**config.mk**
```make
export PLATFORM = sky130hd
export DESIGN_NAME = double_ended_queue_unit
export DESIGN_NICKNAME = d
export VERILOG_FILES = /design/src/deq_pkg.sv /design/src/deq_ram.sv /design/src/deq_ctrl.sv /design/src/deq_dp.sv /design/src/double_ended_queue_unit.sv
export SDC_FILE = /design/constraint.sdc
export NUM_CORES = 2
export LEC_CHECK = 0
export ABC_AREA = 1
export BUFFER_PORTS_ARGS = -buffer_cell sky130_fd_sc_hd__buf_2
export CORE_AREA = 3 3 384 462
export CTS_BUF_LIST = sky130_fd_sc_hd__clkbuf_8
export CTS_CLUSTER_DIAMETER = 80
export DETAILED_ROUTE_END_ITERATION = 10
export DIE_AREA = 0 0 387 465
export PLACE_DENSITY_LB_ADDON = 0.1
export SLEW_MARGIN = 10
export SYNTH_ARGS = -nofsm -noshare
export SYNTH_HDL_FRONTEND = slang
export SYNTH_SLANG_ARGS = --single-unit
```
**constraint.sdc**
```tcl
create_clock -name i_clk -period 3.84 [get_ports i_clk]
set_input_delay 0.576 -clock i_clk [delete_from_list [all_inputs] [get_ports i_clk]]
set_output_delay 0.576 -clock i_clk [all_outputs]
set_load 0.01 [all_outputs]
```
**src/deq_pkg.sv**
```systemverilog
// Shared types and constants for the double-ended queue unit.
package deq_pkg;

    // Fixed field widths of the transaction ports
    localparam int OPCODE_BITS = 3;
    localparam int VALUE_BITS  = 32;
    localparam int STATUS_BITS = 2;
    localparam int COUNT_BITS  = 7;

    // Value returned by a pop or peek on an empty queue (-1)
    localparam logic [VALUE_BITS-1:0] EMPTY_READ = '1;

    typedef enum logic [OPCODE_BITS-1:0] {
        OP_PUSH_FRONT = 3'd0,
        OP_PUSH_BACK  = 3'd1,
        OP_POP_FRONT  = 3'd2,
        OP_POP_BACK   = 3'd3,
        OP_PEEK_FRONT = 3'd4,
        OP_PEEK_BACK  = 3'd5
    } t_opcode;

    typedef enum logic [STATUS_BITS-1:0] {
        ST_OK    = 2'd0,
        ST_EMPTY = 2'd1,
        ST_FULL  = 2'd2
    } t_status;

    // Controller to datapath commands
    typedef struct packed {
        logic capture;   // latch the incoming transaction
        logic exec;      // update pointers, write or launch a read
        logic load_rd;   // take the word read from the store
    } t_dp_cmd;

    // Datapath to controller status
    typedef struct packed {
        logic needs_read; // current operation reads the store
    } t_dp_stat;

endpackage

```
**src/deq_ram.sv**
```systemverilog
// Generic single-port-write, single-port-read RAM with registered read data.
module deq_ram #(
    parameter int WIDTH = 32,
    parameter int DEPTH = 64
) (
    input  logic                                   i_clk,
    input  logic                                   i_we,
    input  logic [((DEPTH > 1) ? $clog2(DEPTH) : 1)-1:0] i_waddr,
    input  logic [WIDTH-1:0]                       i_wdata,
    input  logic                                   i_re,
    input  logic [((DEPTH > 1) ? $clog2(DEPTH) : 1)-1:0] i_raddr,
    output logic [WIDTH-1:0]                       o_rdata
);

    logic [WIDTH-1:0] r_mem [DEPTH];
    logic [WIDTH-1:0] r_rdata;

    // Write port
    always_ff @(posedge i_clk) begin
        if (i_we) begin
            r_mem[i_waddr] <= i_wdata;
        end
    end

    // Registered read port
    always_ff @(posedge i_clk) begin
        if (i_re) begin
            r_rdata <= r_mem[i_raddr];
        end
    end

    assign o_rdata = r_rdata;

endmodule

```
**src/deq_ctrl.sv**
```systemverilog
// Controller state machine: sequences accept, execute, store read and result.
module deq_ctrl (
    input  logic               i_clk,
    input  logic               i_rst_n,
    input  logic               i_in_valid,
    output logic               o_in_ready,
    output logic               o_out_valid,
    input  logic               i_out_ready,
    input  deq_pkg::t_dp_stat  i_stat,
    output deq_pkg::t_dp_cmd   o_cmd
);

    typedef enum logic [3:0] {
        S_IDLE = 4'b0001,
        S_EXEC = 4'b0010,
        S_READ = 4'b0100,
        S_DONE = 4'b1000
    } t_state;

    t_state r_state;
    t_state n_state;

    // Next state and commands
    always_comb begin
        n_state       = r_state;
        o_cmd         = '0;
        o_in_ready    = 1'b0;
        o_out_valid   = 1'b0;
        unique case (r_state)
            S_IDLE: begin
                o_in_ready    = 1'b1;
                o_cmd.capture = i_in_valid;
                if (i_in_valid) begin
                    n_state = S_EXEC;
                end
            end
            S_EXEC: begin
                o_cmd.exec = 1'b1;
                n_state    = i_stat.needs_read ? S_READ : S_DONE;
            end
            S_READ: begin
                o_cmd.load_rd = 1'b1;
                n_state       = S_DONE;
            end
            S_DONE: begin
                o_out_valid = 1'b1;
                if (i_out_ready) begin
                    n_state = S_IDLE;
                end
            end
            default: begin
                n_state = S_IDLE;
            end
        endcase
    end

    // State register
    always_ff @(posedge i_clk) begin
        if (!i_rst_n) begin
            r_state <= S_IDLE;
        end else begin
            r_state <= n_state;
        end
    end

endmodule

```
**src/deq_dp.sv**
```systemverilog
// Datapath: ring pointers, entry count, word store and result registers.
module deq_dp #(
    parameter int DEPTH     = 64,
    parameter int WORD_BITS = 32
) (
    input  logic                                i_clk,
    input  logic                                i_rst_n,
    input  deq_pkg::t_dp_cmd                    i_cmd,
    output deq_pkg::t_dp_stat                   o_stat,
    input  logic [deq_pkg::OPCODE_BITS-1:0]     i_opcode,
    input  logic signed [deq_pkg::VALUE_BITS-1:0] i_push_value,
    output logic signed [deq_pkg::VALUE_BITS-1:0] o_read_value,
    output logic [deq_pkg::STATUS_BITS-1:0]     o_status,
    output logic [deq_pkg::COUNT_BITS-1:0]      o_entry_count
);

    localparam int AW = (DEPTH > 1) ? $clog2(DEPTH) : 1;
    localparam int CW = $clog2(DEPTH + 1);
    localparam int VB = deq_pkg::VALUE_BITS;

    logic [deq_pkg::OPCODE_BITS-1:0] r_op;
    logic [WORD_BITS-1:0]            r_val;
    logic [AW-1:0]                   r_front;
    logic [AW-1:0]                   r_back;
    logic [CW-1:0]                   r_count;
    logic [VB-1:0]                   r_read_value;
    deq_pkg::t_status                r_status;

    logic [AW-1:0]                   n_front;
    logic [AW-1:0]                   n_back;
    logic [CW-1:0]                   n_count;
    logic [VB-1:0]                   n_read_value;
    deq_pkg::t_status                n_status;

    logic                            needs_read;
    logic                            wr_en;
    logic [AW-1:0]                   wr_addr;
    logic [AW-1:0]                   rd_addr;
    logic [WORD_BITS-1:0]            rd_data;
    logic                            is_full;
    logic                            is_empty;
    logic [WORD_BITS+VB-1:0]         val_ext;
    logic [VB+WORD_BITS-1:0]         rd_ext;
    logic [CW+deq_pkg::COUNT_BITS-1:0] cnt_ext;

    function automatic logic [AW-1:0] next_slot(input logic [AW-1:0] idx);
        return (idx == AW'(DEPTH - 1)) ? '0 : idx + AW'(1);
    endfunction

    function automatic logic [AW-1:0] prev_slot(input logic [AW-1:0] idx);
        return (idx == '0) ? AW'(DEPTH - 1) : idx - AW'(1);
    endfunction

    // Keep the low WORD_BITS of the pushed value
    assign val_ext = {{WORD_BITS{1'b0}}, i_push_value};

    // Latch the accepted transaction
    always_ff @(posedge i_clk) begin
        if (i_cmd.capture) begin
            r_op  <= i_opcode;
            r_val <= val_ext[WORD_BITS-1:0];
        end
    end

    assign is_full  = (r_count == CW'(DEPTH));
    assign is_empty = (r_count == '0);

    // Operation decode: pointer and count updates, store access, early result
    always_comb begin
        n_front      = r_front;
        n_back       = r_back;
        n_count      = r_count;
        n_read_value = '0;
        n_status     = deq_pkg::ST_OK;
        needs_read   = 1'b0;
        wr_en        = 1'b0;
        wr_addr      = r_back;
        rd_addr      = r_front;
        unique case (r_op) inside
            deq_pkg::OP_PUSH_FRONT, deq_pkg::OP_PUSH_BACK: begin
                if (is_full) begin
                    n_status = deq_pkg::ST_FULL;
                end else begin
                    wr_en   = 1'b1;
                    n_count = r_count + CW'(1);
                    if (r_op == deq_pkg::OP_PUSH_FRONT) begin
                        n_front = prev_slot(r_front);
                        wr_addr = prev_slot(r_front);
                    end else begin
                        wr_addr = r_back;
                        n_back  = next_slot(r_back);
                    end
                end
            end
            deq_pkg::OP_POP_FRONT, deq_pkg::OP_POP_BACK,
            deq_pkg::OP_PEEK_FRONT, deq_pkg::OP_PEEK_BACK: begin
                if (is_empty) begin
                    n_status     = deq_pkg::ST_EMPTY;
                    n_read_value = deq_pkg::EMPTY_READ;
                end else begin
                    needs_read = 1'b1;
                    case (r_op)
                        deq_pkg::OP_POP_FRONT: begin
                            rd_addr = r_front;
                            n_front = next_slot(r_front);
                            n_count = r_count - CW'(1);
                        end
                        deq_pkg::OP_POP_BACK: begin
                            rd_addr = prev_slot(r_back);
                            n_back  = prev_slot(r_back);
                            n_count = r_count - CW'(1);
                        end
                        deq_pkg::OP_PEEK_FRONT: begin
                            rd_addr = r_front;
                        end
                        default: begin
                            rd_addr = prev_slot(r_back);
                        end
                    endcase
                end
            end
            default: begin
                // unused opcodes leave the queue alone
                n_status = deq_pkg::ST_OK;
            end
        endcase
    end

    assign o_stat.needs_read = needs_read;

    // Word store
    deq_ram #(
        .WIDTH (WORD_BITS),
        .DEPTH (DEPTH)
    ) u_store (
        .i_clk   (i_clk),
        .i_we    (i_cmd.exec && wr_en),
        .i_waddr (wr_addr),
        .i_wdata (r_val),
        .i_re    (i_cmd.exec && needs_read),
        .i_raddr (rd_addr),
        .o_rdata (rd_data)
    );

    // Pointer and count registers
    always_ff @(posedge i_clk) begin
        if (!i_rst_n) begin
            r_front <= '0;
            r_back  <= '0;
            r_count <= '0;
        end else if (i_cmd.exec) begin
            r_front <= n_front;
            r_back  <= n_back;
            r_count <= n_count;
        end
    end

    // Sign-extend the stored word to the result width
    assign rd_ext = {{VB{rd_data[WORD_BITS-1]}}, rd_data};

    // Result registers
    always_ff @(posedge i_clk) begin
        if (i_cmd.exec) begin
            r_read_value <= n_read_value;
            r_status     <= n_status;
        end else if (i_cmd.load_rd) begin
            r_read_value <= rd_ext[VB-1:0];
        end
    end

    assign cnt_ext       = {{deq_pkg::COUNT_BITS{1'b0}}, r_count};
    assign o_read_value  = r_read_value;
    assign o_status      = r_status;
    assign o_entry_count = cnt_ext[deq_pkg::COUNT_BITS-1:0];

endmodule

```
**src/double_ended_queue_unit.sv**
```systemverilog
// Top level of the double-ended queue unit: controller, datapath and checks.
//
// Bounded double-ended queue of up to DEPTH words of WORD_BITS bits in a ring
// buffer. Each input transaction carries an opcode (push front/back, pop
// front/back, peek front/back) and a push value; each produces exactly one
// result transaction with the word read (sign-extended, -1 when empty, 0 for
// pushes and unused opcodes), a status (ok, empty, full) and the entry count
// after the operation (modulo 128). A push on a full queue is dropped. One
// transaction is handled at a time. A push, a pop or peek on an empty queue,
// or an unused opcode goes from the execute state straight to the result
// state; a successful pop or peek passes through a read state between them,
// because the word store has a single registered read port. The next
// transaction is accepted in the cycle after the result is taken. No clearing
// pass is needed after reset.
module double_ended_queue_unit #(
    parameter int DEPTH     = 64,
    parameter int WORD_BITS = 32
) (
    input  logic                                  i_clk,
    input  logic                                  i_rst_n,
    input  logic                                  i_in_valid,
    output logic                                  o_in_ready,
    input  logic [deq_pkg::OPCODE_BITS-1:0]       i_opcode,
    input  logic signed [deq_pkg::VALUE_BITS-1:0] i_push_value,
    output logic                                  o_out_valid,
    input  logic                                  i_out_ready,
    output logic signed [deq_pkg::VALUE_BITS-1:0] o_read_value,
    output logic [deq_pkg::STATUS_BITS-1:0]       o_status,
    output logic [deq_pkg::COUNT_BITS-1:0]        o_entry_count
);

    deq_pkg::t_dp_cmd  cmd;
    deq_pkg::t_dp_stat stat;

    // Sequencer
    deq_ctrl u_ctrl (
        .i_clk       (i_clk),
        .i_rst_n     (i_rst_n),
        .i_in_valid  (i_in_valid),
        .o_in_ready  (o_in_ready),
        .o_out_valid (o_out_valid),
        .i_out_ready (i_out_ready),
        .i_stat      (stat),
        .o_cmd       (cmd)
    );

    // Pointers, count and word store
    deq_dp #(
        .DEPTH     (DEPTH),
        .WORD_BITS (WORD_BITS)
    ) u_dp (
        .i_clk         (i_clk),
        .i_rst_n       (i_rst_n),
        .i_cmd         (cmd),
        .o_stat        (stat),
        .i_opcode      (i_opcode),
        .i_push_value  (i_push_value),
        .o_read_value  (o_read_value),
        .o_status      (o_status),
        .o_entry_count (o_entry_count)
    );

`ifndef NO_ASSERTIONS
    // No new transaction is taken while a result is pending
    a_one_at_a_time: assert property (@(posedge i_clk) disable iff (!i_rst_n)
        o_in_ready |-> !o_out_valid)
        else $error("input accepted while result pending");

    // A full status reports a full queue
    a_full_count: assert property (@(posedge i_clk) disable iff (!i_rst_n)
        (o_out_valid && o_status == deq_pkg::ST_FULL)
            |-> o_entry_count == deq_pkg::COUNT_BITS'(DEPTH))
        else $error("full status with wrong entry count");

    // An empty status reports zero entries and reads -1
    a_empty_result: assert property (@(posedge i_clk) disable iff (!i_rst_n)
        (o_out_valid && o_status == deq_pkg::ST_EMPTY)
            |-> (o_entry_count == '0 && o_read_value == deq_pkg::EMPTY_READ))
        else $error("empty status with wrong result");

    // A result is offered after every accepted transaction
    a_result_follows: assert property (@(posedge i_clk) disable iff (!i_rst_n)
        (i_in_valid && o_in_ready) |-> ##[2:3] o_out_valid)
        else $error("no result after accept");
`endif

endmodule

```
== Yosys cells after proc, flatten, opt, wreduce, memory -nomap -nowiden ==
Memories as Yosys holds them, arrays and structs flattened. A register that Yosys moved wholly into a read port is not among the register bits.
Cells that the tools add are included.

* Flip-flop bits (word level): 92
* Memory bits (writable): 2048
* Output and inout port bits: 43
* Word-level logic and storage cells: 98
* Memories: 1

{| class="wikitable"
|+ Memories
! name !! depth !! bits a word !! read ports !! clocked after memory_dff !! wr ports !! line !! source
|-
| u_dp.u_store.r_mem || 64 || 32 || 1 || 1 || 1 || deq_ram.sv:15 || <nowiki>logic [WIDTH-1:0] r_mem [DEPTH];</nowiki>
|}

* $add $sub $neg: 6
* Equality and inequality tests: 21
* Mux-type cells: 46
* Reductions and logical operators: 16

{| class="wikitable"
|+ Operators with widths
! cell !! number
|-
| $mux W32 || 4
|-
| $mux W6 || 18
|-
| $pmux W6 S2 || 2
|-
| $mux W7 || 3
|-
| $pmux W4 S4 || 1
|-
| $pmux W7 S2 || 1
|-
| $add A6 B1 Y6 const B || 2
|-
| $eq A6 B6 Y1 const B || 2
|-
| $logic_not A6 Y1 || 2
|-
| $mux W1 || 12
|-
| $mux W4 || 3
|-
| $ne A2 B2 Y1 const B || 6
|-
| $reduce_and A6 Y1 || 2
|-
| $sub A6 B1 Y6 const B || 2
|-
| $add A7 B1 Y7 const B || 1
|-
| $eq A7 B7 Y1 const B || 1
|-
| $logic_not A7 Y1 || 1
|-
| $sub A7 B1 Y7 const B || 1
|-
| $eq A3 B2 Y1 const B || 2
|-
| $eq A3 B3 Y1 const B || 2
|-
| $ne A2 B1 Y1 const B || 3
|-
| $reduce_or A2 Y1 || 3
|-
| $reduce_and A5 Y1 || 1
|-
| $eq A4 B1 Y1 const B || 1
|-
| other kinds (11) || 13
|}

== Longest topological paths before layout ==
* Depth in word-level cells: 6
* Depth in mapped cells: 18
* Depth with buffers taken out: 15

== Modules after synthesis ==
Synthesis repeated with hierarchy kept, for this count alone.

* Cells, all modules: 7271
* Area total of the unflattened synthesis: 87561.5 um^2

{| class="wikitable"
|+ Modules (own cells, without submodules)
! module !! times used !! cells each !! area each (um^2) !! sequential area each (um^2)
|-
| deq_ram || 1 || 6769 || 83058.4 || 62459.9
|-
| deq_dp || 1 || 460 || 4267.8 || 2452.4
|-
| deq_ctrl || 1 || 42 || 235.2 || 80.1
|}

== Worst setup path after synthesis ==
OpenSTA, ideal clock, no wires.

* Path type: reg-to-reg
* From: register u_dp.r_front[0]
* To: memory u_dp.u_store.r_mem[34][0], enable pin
* Setup time: 421 ps
* Data arrival time: 3070 ps
* Data required time: 3419 ps
* Slack: 348 ps
* Cell stages (with the launch flop): 13
* Clock period less this slack: 3492 ps
* Cell sequence: dfxtp_1 inv_1 ha_1 inv_1 nor2_1 inv_1 o21ai_0 o211ai_1 o21ai_0 inv_1 nor2_1 nand2_1 nor2_1

* Cells in the longest elaborated chain, start to end: 5

{| class="wikitable"
|+ RTL lines
! element !! line !! source
|-
| start, declared || deq_dp.sv:23 || <nowiki>logic [AW-1:0] r_front;</nowiki>
|-
| start signal, assigned || deq_dp.sv:152 || <nowiki>r_front <= n_front;</nowiki>
|-
| $sub A6 B1 Y6 / $logic_not A6 Y1 (equally long branches) || deq_dp.sv:51 || <nowiki>return (idx == '0) ? AW'(DEPTH - 1) : idx - AW'(1);</nowiki>
|-
| $mux W6 (*) || deq_dp.sv:51 ||
|-
| $mux W6 (*) || deq_dp.sv:86 || <nowiki>if (r_op == deq_pkg::OP_PUSH_FRONT) begin</nowiki>
|-
| $mux W6 (*) || deq_dp.sv:81 || <nowiki>if (is_full) begin</nowiki>
|-
| $mux W6 (*) || deq_dp.sv:79 || <nowiki>unique case (r_op) inside</nowiki>
|-
| end, declared || deq_ram.sv:15 ||
|}

Every way passes the cells marked *; elsewhere a longest branch is shown, timed or not.

== Worst setup path in the final report ==
* From: register u_dp.r_op[2] in the netlist's numbering
* To: register u_dp.u_store.r_rdata[16] (netlist: u_dp.u_store.o_rdata[16]), read port of u_dp.u_store.r_mem, data pin

* Cells in the longest elaborated chain, start to end: 5

{| class="wikitable"
|+ RTL lines
! element !! line !! source
|-
| start, declared || deq_dp.sv:21 || <nowiki>logic [deq_pkg::OPCODE_BITS-1:0] r_op;</nowiki>
|-
| start signal, assigned || deq_dp.sv:60 || <nowiki>r_op <= i_opcode;</nowiki>
|-
| $eq A3 B3 Y1 / $eq A3 B2 Y1 (equally long branches) || deq_dp.sv:102 || <nowiki>case (r_op)</nowiki>
|-
| $reduce_or A2 Y1 (no line) || - ||
|-
| $mux W6 || - ||
|-
| $mux W6 || deq_dp.sv:97 || <nowiki>if (is_empty) begin</nowiki>
|-
| $mux W6 || deq_dp.sv:79 ||
|-
| end, declared || deq_ram.sv:16 || <nowiki>logic [WIDTH-1:0] r_rdata;</nowiki>
|}

Parallel ways exist; a longest one is shown, timed or not.
A chain may end at the register's enable or synchronous reset.

==> impl_results.html <==
<table>
<tr><th>Metric</th><th>Value</th></tr>
<tr><th colspan="2">Setup path</th></tr>
<tr><td>Kind of launch point of the worst setup path</td><td>flip-flop</td></tr>
<tr><td>Number of cells on the worst reg-to-reg path</td><td>17</td></tr>
<tr><td>Most repeated library cell on the critical path</td><td>sky130_fd_sc_hd__nand3_1</td></tr>
<tr><td>R2R Path Start</td><td>u_dp.r_op[2]$_DFFE_PP_</td></tr>
<tr><td>Critical path class</td><td>flip-flop to flip-flop</td></tr>
<tr><td>CP arrival</td><td>~4.6 ns</td></tr>
<tr><td>Endpoint of the most critical register-to-register path</td><td>u_dp.u_store.o_rdata[16]$_DFFE_PP_</td></tr>
<tr><td>Cell with the largest stage delay on the worst path</td><td>sky130_fd_sc_hd__edfxtp_1</td></tr>
<tr><td>Data required time of the critical path</td><td>4.63 ns</td></tr>
<tr><td>Type of element capturing the critical path</td><td>flip-flop</td></tr>
<tr><td>Buf/Inv on CP</td><td>5</td></tr>
<tr><td>Crit-path max cell delay</td><td>0.41 ns</td></tr>
<tr><td>Setup slack of the most critical reg-to-reg path</td><td>around 0.07 ns</td></tr>
<tr><td>Largest driver fanout on the critical path</td><td>34</td></tr>
<tr><td>Family with the most delay on the worst path</td><td>simple AND/OR/NAND/NOR gates</td></tr>
<tr><td>CP cell instances</td><td>nor2_1 &gt; inv_2 &gt; nand2_2 &gt; inv_2 &gt; nand3_2 &gt; nand2_4 &gt; nand2_8 &gt; buf_12 &gt; buf_12 &gt; buf_12 &gt; nand2_1 &gt; nand3_1 &gt; nand3_1 &gt; nand3_1 &gt; nand3_1 &gt; nand3_1 &gt; nand2_1</td></tr>
<tr><th colspan="2">Timing</th></tr>
<tr><td>Final period demand of the worst path</td><td>3.77 ns</td></tr>
<tr><td>Hold_ws</td><td>~0.22 ns</td></tr>
<tr><td>PnR worst setup slack</td><td>0.0698 ns</td></tr>
<tr><td>Max Fclk</td><td>265 MHz</td></tr>
<tr><td>Period utilization</td><td>0.982</td></tr>
<tr><td>Final-report setup violation count</td><td>0</td></tr>
<tr><td>Final slew viol count</td><td>0</td></tr>
<tr><td>Worst Skew</td><td>between 0.07 and 0.08 ns</td></tr>
<tr><td>Worst slew slack as a fraction of its limit</td><td>0.179</td></tr>
<tr><td>Setup TNS after final layout</td><td>0 ns</td></tr>
<tr><td>Hold Violations, Final</td><td>0</td></tr>
<tr><td>Least-Margin Pin Slew</td><td>1.23 ns</td></tr>
<tr><th colspan="2">Yosys</th></tr>
<tr><td>Synth warnings</td><td>0</td></tr>
<tr><td>Post-synth top area share</td><td>0.680</td></tr>
<tr><td>Number of flops mapped to enable cells by yosys</td><td>around 2,100</td></tr>
<tr><td>Total standard cell area after synthesis</td><td>roughly 95,000 um^2</td></tr>
<tr><td>Most instantiated library cell after synthesis</td><td>sky130_fd_sc_hd__nand2_1</td></tr>
<tr><td>Share of synthesized registers carrying an async set or reset</td><td>0</td></tr>
<tr><td>Commonest cells in the synthesized netlist</td><td>2,276 x sky130_fd_sc_hd__nand2_1, 2,149 x sky130_fd_sc_hd__edfxtp_1, 2,001 x sky130_fd_sc_hd__nand3_1, 1,964 x sky130_fd_sc_hd__inv_1, 271 x sky130_fd_sc_hd__buf_2</td></tr>
<tr><td>Cell types with the largest area share after synthesis</td><td>sky130_fd_sc_hd__edfxtp_1 68%, sky130_fd_sc_hd__nand3_1 11%, sky130_fd_sc_hd__nand2_1 9.0%, sky130_fd_sc_hd__inv_1 7.8%, sky130_fd_sc_hd__buf_2 1.4%</td></tr>
<tr><td>Post-synthesis average cell area</td><td>about 10 um^2</td></tr>
<tr><td>Cell accounting for the most synthesized area</td><td>sky130_fd_sc_hd__edfxtp_1</td></tr>
<tr><td>Main flop type after synthesis</td><td>sky130_fd_sc_hd__edfxtp_1</td></tr>
<tr><td>Flops &amp; latches, synth</td><td>about 2,200</td></tr>
<tr><td>Post-synthesis net count</td><td>9,160</td></tr>
<tr><td>Sequential-to-total area share from yosys stat</td><td>0.685</td></tr>
<tr><td>Library cells used by synthesis</td><td>36</td></tr>
<tr><td>Synth Instances</td><td>9,109</td></tr>
<tr><th colspan="2">Pwr</th></tr>
<tr><td>Total leakage power</td><td>approximately 46 nW</td></tr>
<tr><td>VDD IR max</td><td>roughly 0.26 mV</td></tr>
<tr><td>Tot Pwr</td><td>~47 mW</td></tr>
<tr><td>Power per cell area</td><td>about 440 nW/um^2</td></tr>
<tr><th colspan="2">Drt</th></tr>
<tr><td>Post-route DRC violation count</td><td>0</td></tr>
<tr><td>ANT nets after route</td><td>0</td></tr>
<tr><td>Detailed Route Iter0 Violations</td><td>about 8,000</td></tr>
<tr><td>Number of iterations in the first detailed-routing pass</td><td>6</td></tr>
<tr><td>Total via count after detailed routing</td><td>approximately 66,000</td></tr>
<tr><td>Per-cell routed wire length</td><td>23.4 um</td></tr>
<tr><td>Vias per cell</td><td>5.52</td></tr>
<tr><td>Total wire length</td><td>280,000 um</td></tr>
<tr><th colspan="2">Run</th></tr>
<tr><td>Max-cap violations</td><td>0</td></tr>
<tr><th colspan="2">Clock tree</th></tr>
<tr><td>Number of levels the H-tree was split into</td><td>5</td></tr>
<tr><td>Number of clock sinks</td><td>approximately 2,200</td></tr>
<tr><td>Root Driver</td><td>sky130_fd_sc_hd__clkbuf_8</td></tr>
<tr><td>Clock-pin transition on the worst setup and hold timing paths</td><td>0.06 ns</td></tr>
<tr><td>Clock latency on the worst-skew pair</td><td>1.06 ns</td></tr>
<tr><td>Maximum root-to-sink buffer count</td><td>4</td></tr>
<tr><td>TritonCTS clock tree</td><td>done</td></tr>
<tr><td>Number of buffers inserted during clock tree synthesis</td><td>355</td></tr>
<tr><th colspan="2">Place</th></tr>
<tr><td>HPWL after detailed placement</td><td>157,000 um</td></tr>
<tr><td>Buffers added on ports</td><td>81</td></tr>
<tr><td>Setup slack at placement</td><td>around 0.073 ns</td></tr>
<tr><td>Weighted congestion reported at the end of routability-driven placement</td><td>between 0.8 and 0.9</td></tr>
<tr><th colspan="2">GRT</th></tr>
<tr><td>Via count of the first global-routing pass</td><td>63,000</td></tr>
<tr><td>Overflow left after global routing</td><td>0</td></tr>
<tr><td>Global-route wire length before repair</td><td>between 400,000 and 500,000 um</td></tr>
<tr><td>Maximum number of pins on one net before global-route repair</td><td>134</td></tr>
<tr><td>Total routing resource utilization after global routing</td><td>0.308</td></tr>
<tr><td>Number of antenna violations at the first check in global routing</td><td>9</td></tr>
<tr><th colspan="2">Hold path</th></tr>
<tr><td>Worst Min Path Start</td><td>i_push_value[30]</td></tr>
<tr><td>Worst hold path stage count</td><td>2</td></tr>
<tr><td>Hold path endpoint</td><td>u_dp.r_val[30]$_DFFE_PP_</td></tr>
<tr><td>Worst min path class</td><td>input port to flip-flop</td></tr>
<tr><th colspan="2">Die</th></tr>
<tr><td>Die W</td><td>just under 400 um</td></tr>
<tr><td>Die boundary height</td><td>about 470 um</td></tr>
<tr><td>Effective utilization at floorplan</td><td>0.549</td></tr>
<tr><td>Core area</td><td>roughly 170,000 um^2</td></tr>
<tr><td>Placement Rows</td><td>roughly 170</td></tr>
<tr><td>IO Pins</td><td>82</td></tr>
<tr><td>Die Footprint</td><td>180,000 um^2</td></tr>
<tr><th colspan="2">Finish</th></tr>
<tr><td>Number of filler cells placed in the layout</td><td>about 14,000</td></tr>
<tr><td>Net count, final</td><td>9,509</td></tr>
<tr><td>Proportion of layout cells with a drive suffix above 1</td><td>0.0947</td></tr>
<tr><td>Area added between synthesis and finish</td><td>12.4%</td></tr>
<tr><td>Area of combinational cells with multiple inputs</td><td>20,400 um^2</td></tr>
<tr><td>Sequential cell area</td><td>approximately 65,000 um^2</td></tr>
<tr><th colspan="2">Run status</th></tr>
<tr><td>Outcome</td><td>complete, no violations</td></tr>
</table>
-- per-stage QoR --
step	area, um^2	std cells	utilization
after floorplan	94900	9109	-
after global placement	100000	11300	0.579
after detailed placement	100000	11300	0.579
after CTS	107000	12000	0.617
after global routing	107000	12000	0.617
final	107000	12000	0.617
-- cell usage in the layout (no fill, tap or decap), drive strengths merged, types with 34 or more instances in the layout --
cell	Yosys	layout
nand2	2283	2284
edfxtp	2149	2149
inv	1975	2094
nand3	2003	2003
buf	420	414
clkbuf	43	367
nor2	107	107
clkinv	0	104
dlygate4sd3	0	39
o21ai	34	34
-- where the power goes --
part	switching [mW]	leakage [nW]	internal [mW]
Clock	8.96	3.55	9.03
Sequential	0.0507	19.5	26.3
Combinational	2.06	22.7	0.647
Total	11.1	45.7	36.0
-- worst max-delay path by stage --
stage | cells past startpoint | endpoint | start
3_3_place_gp | 17 | u_dp.u_store.o_rdata[5]$_DFFE_PP_ | u_dp.r_op[2]$_DFFE_PP_
4_1_cts | 17 | u_dp.u_store.o_rdata[16]$_DFFE_PP_ | u_dp.r_op[2]$_DFFE_PP_
3_5_place_dp | 17 | u_dp.u_store.o_rdata[16]$_DFFE_PP_ | u_dp.r_op[2]$_DFFE_PP_
6_report | 17 | u_dp.u_store.o_rdata[16]$_DFFE_PP_ | u_dp.r_op[2]$_DFFE_PP_
5_1_grt | 17 | u_dp.u_store.o_rdata[16]$_DFFE_PP_ | u_dp.r_op[2]$_DFFE_PP_
2_1_floorplan | 12 | u_dp.u_store.r_mem[34][0]$_DFFE_PP_ | u_dp.r_front[0]$_SDFFE_PN0P_
-- flip-flops by register name, indices dropped and copies added (netlist names), 3 cells and up --
signal / flops
u_dp.u_store.o_rdata: 32
u_dp.o_entry_count: 7
u_dp.r_back: 6
u_dp.r_front: 6
u_ctrl.r_state: 4
u_dp.r_val: 32
u_dp.r_op: 3
u_dp.o_read_value: 32
u_dp.u_store.r_mem: 2048
-- timing repair --
item                                   4_1_cts  5_1_grt
setup endpoints to repair                    0       11
buffers inserted                             0        5
endpoints found under the hold margin       52        0
hold buffers                                39        0
resized for setup                            0        7
-- kinds of logic (layout without fill, tap and decap cells) --
group / after synthesis / in the layout / share of synthesized area
XOR/XNOR: 13 / 13 / 0.00120
AO/OA/AOI/OAI: 68 / 68 / 0.00388
other: 0 / 4 / 0
buffers and inverters: 2438 / 3024 / 0.107
AND/OR/NAND/NOR: 4406 / 4407 / 0.202
adder cells (fa/ha/maj): 12 / 12 / 0.00166
flip-flops: 2172 / 2172 / 0.685
-- per-layer routing --
layer  up-vias  global-route usage  wire (um)
li1      30200                   -          -
met1     32000               0.423     112000
met2      3392               0.499     132000
met3       557              0.0547      27400
met4         0               0.111       9230
met5         -                   0          0
-- cell type report --
class	count	area share
diodes	4	0.0000938
clock buffers	367	0.0473
clock inverters	228	0.00950
inverters	1975	0.0699
multi-input cells	4500	0.191
flip-flops and latches	2172	0.609
well taps	2281	0.0267
repair buffers	453	0.0461
repair inverters	1	0.000106
Power figures use the tool's default switching activity.
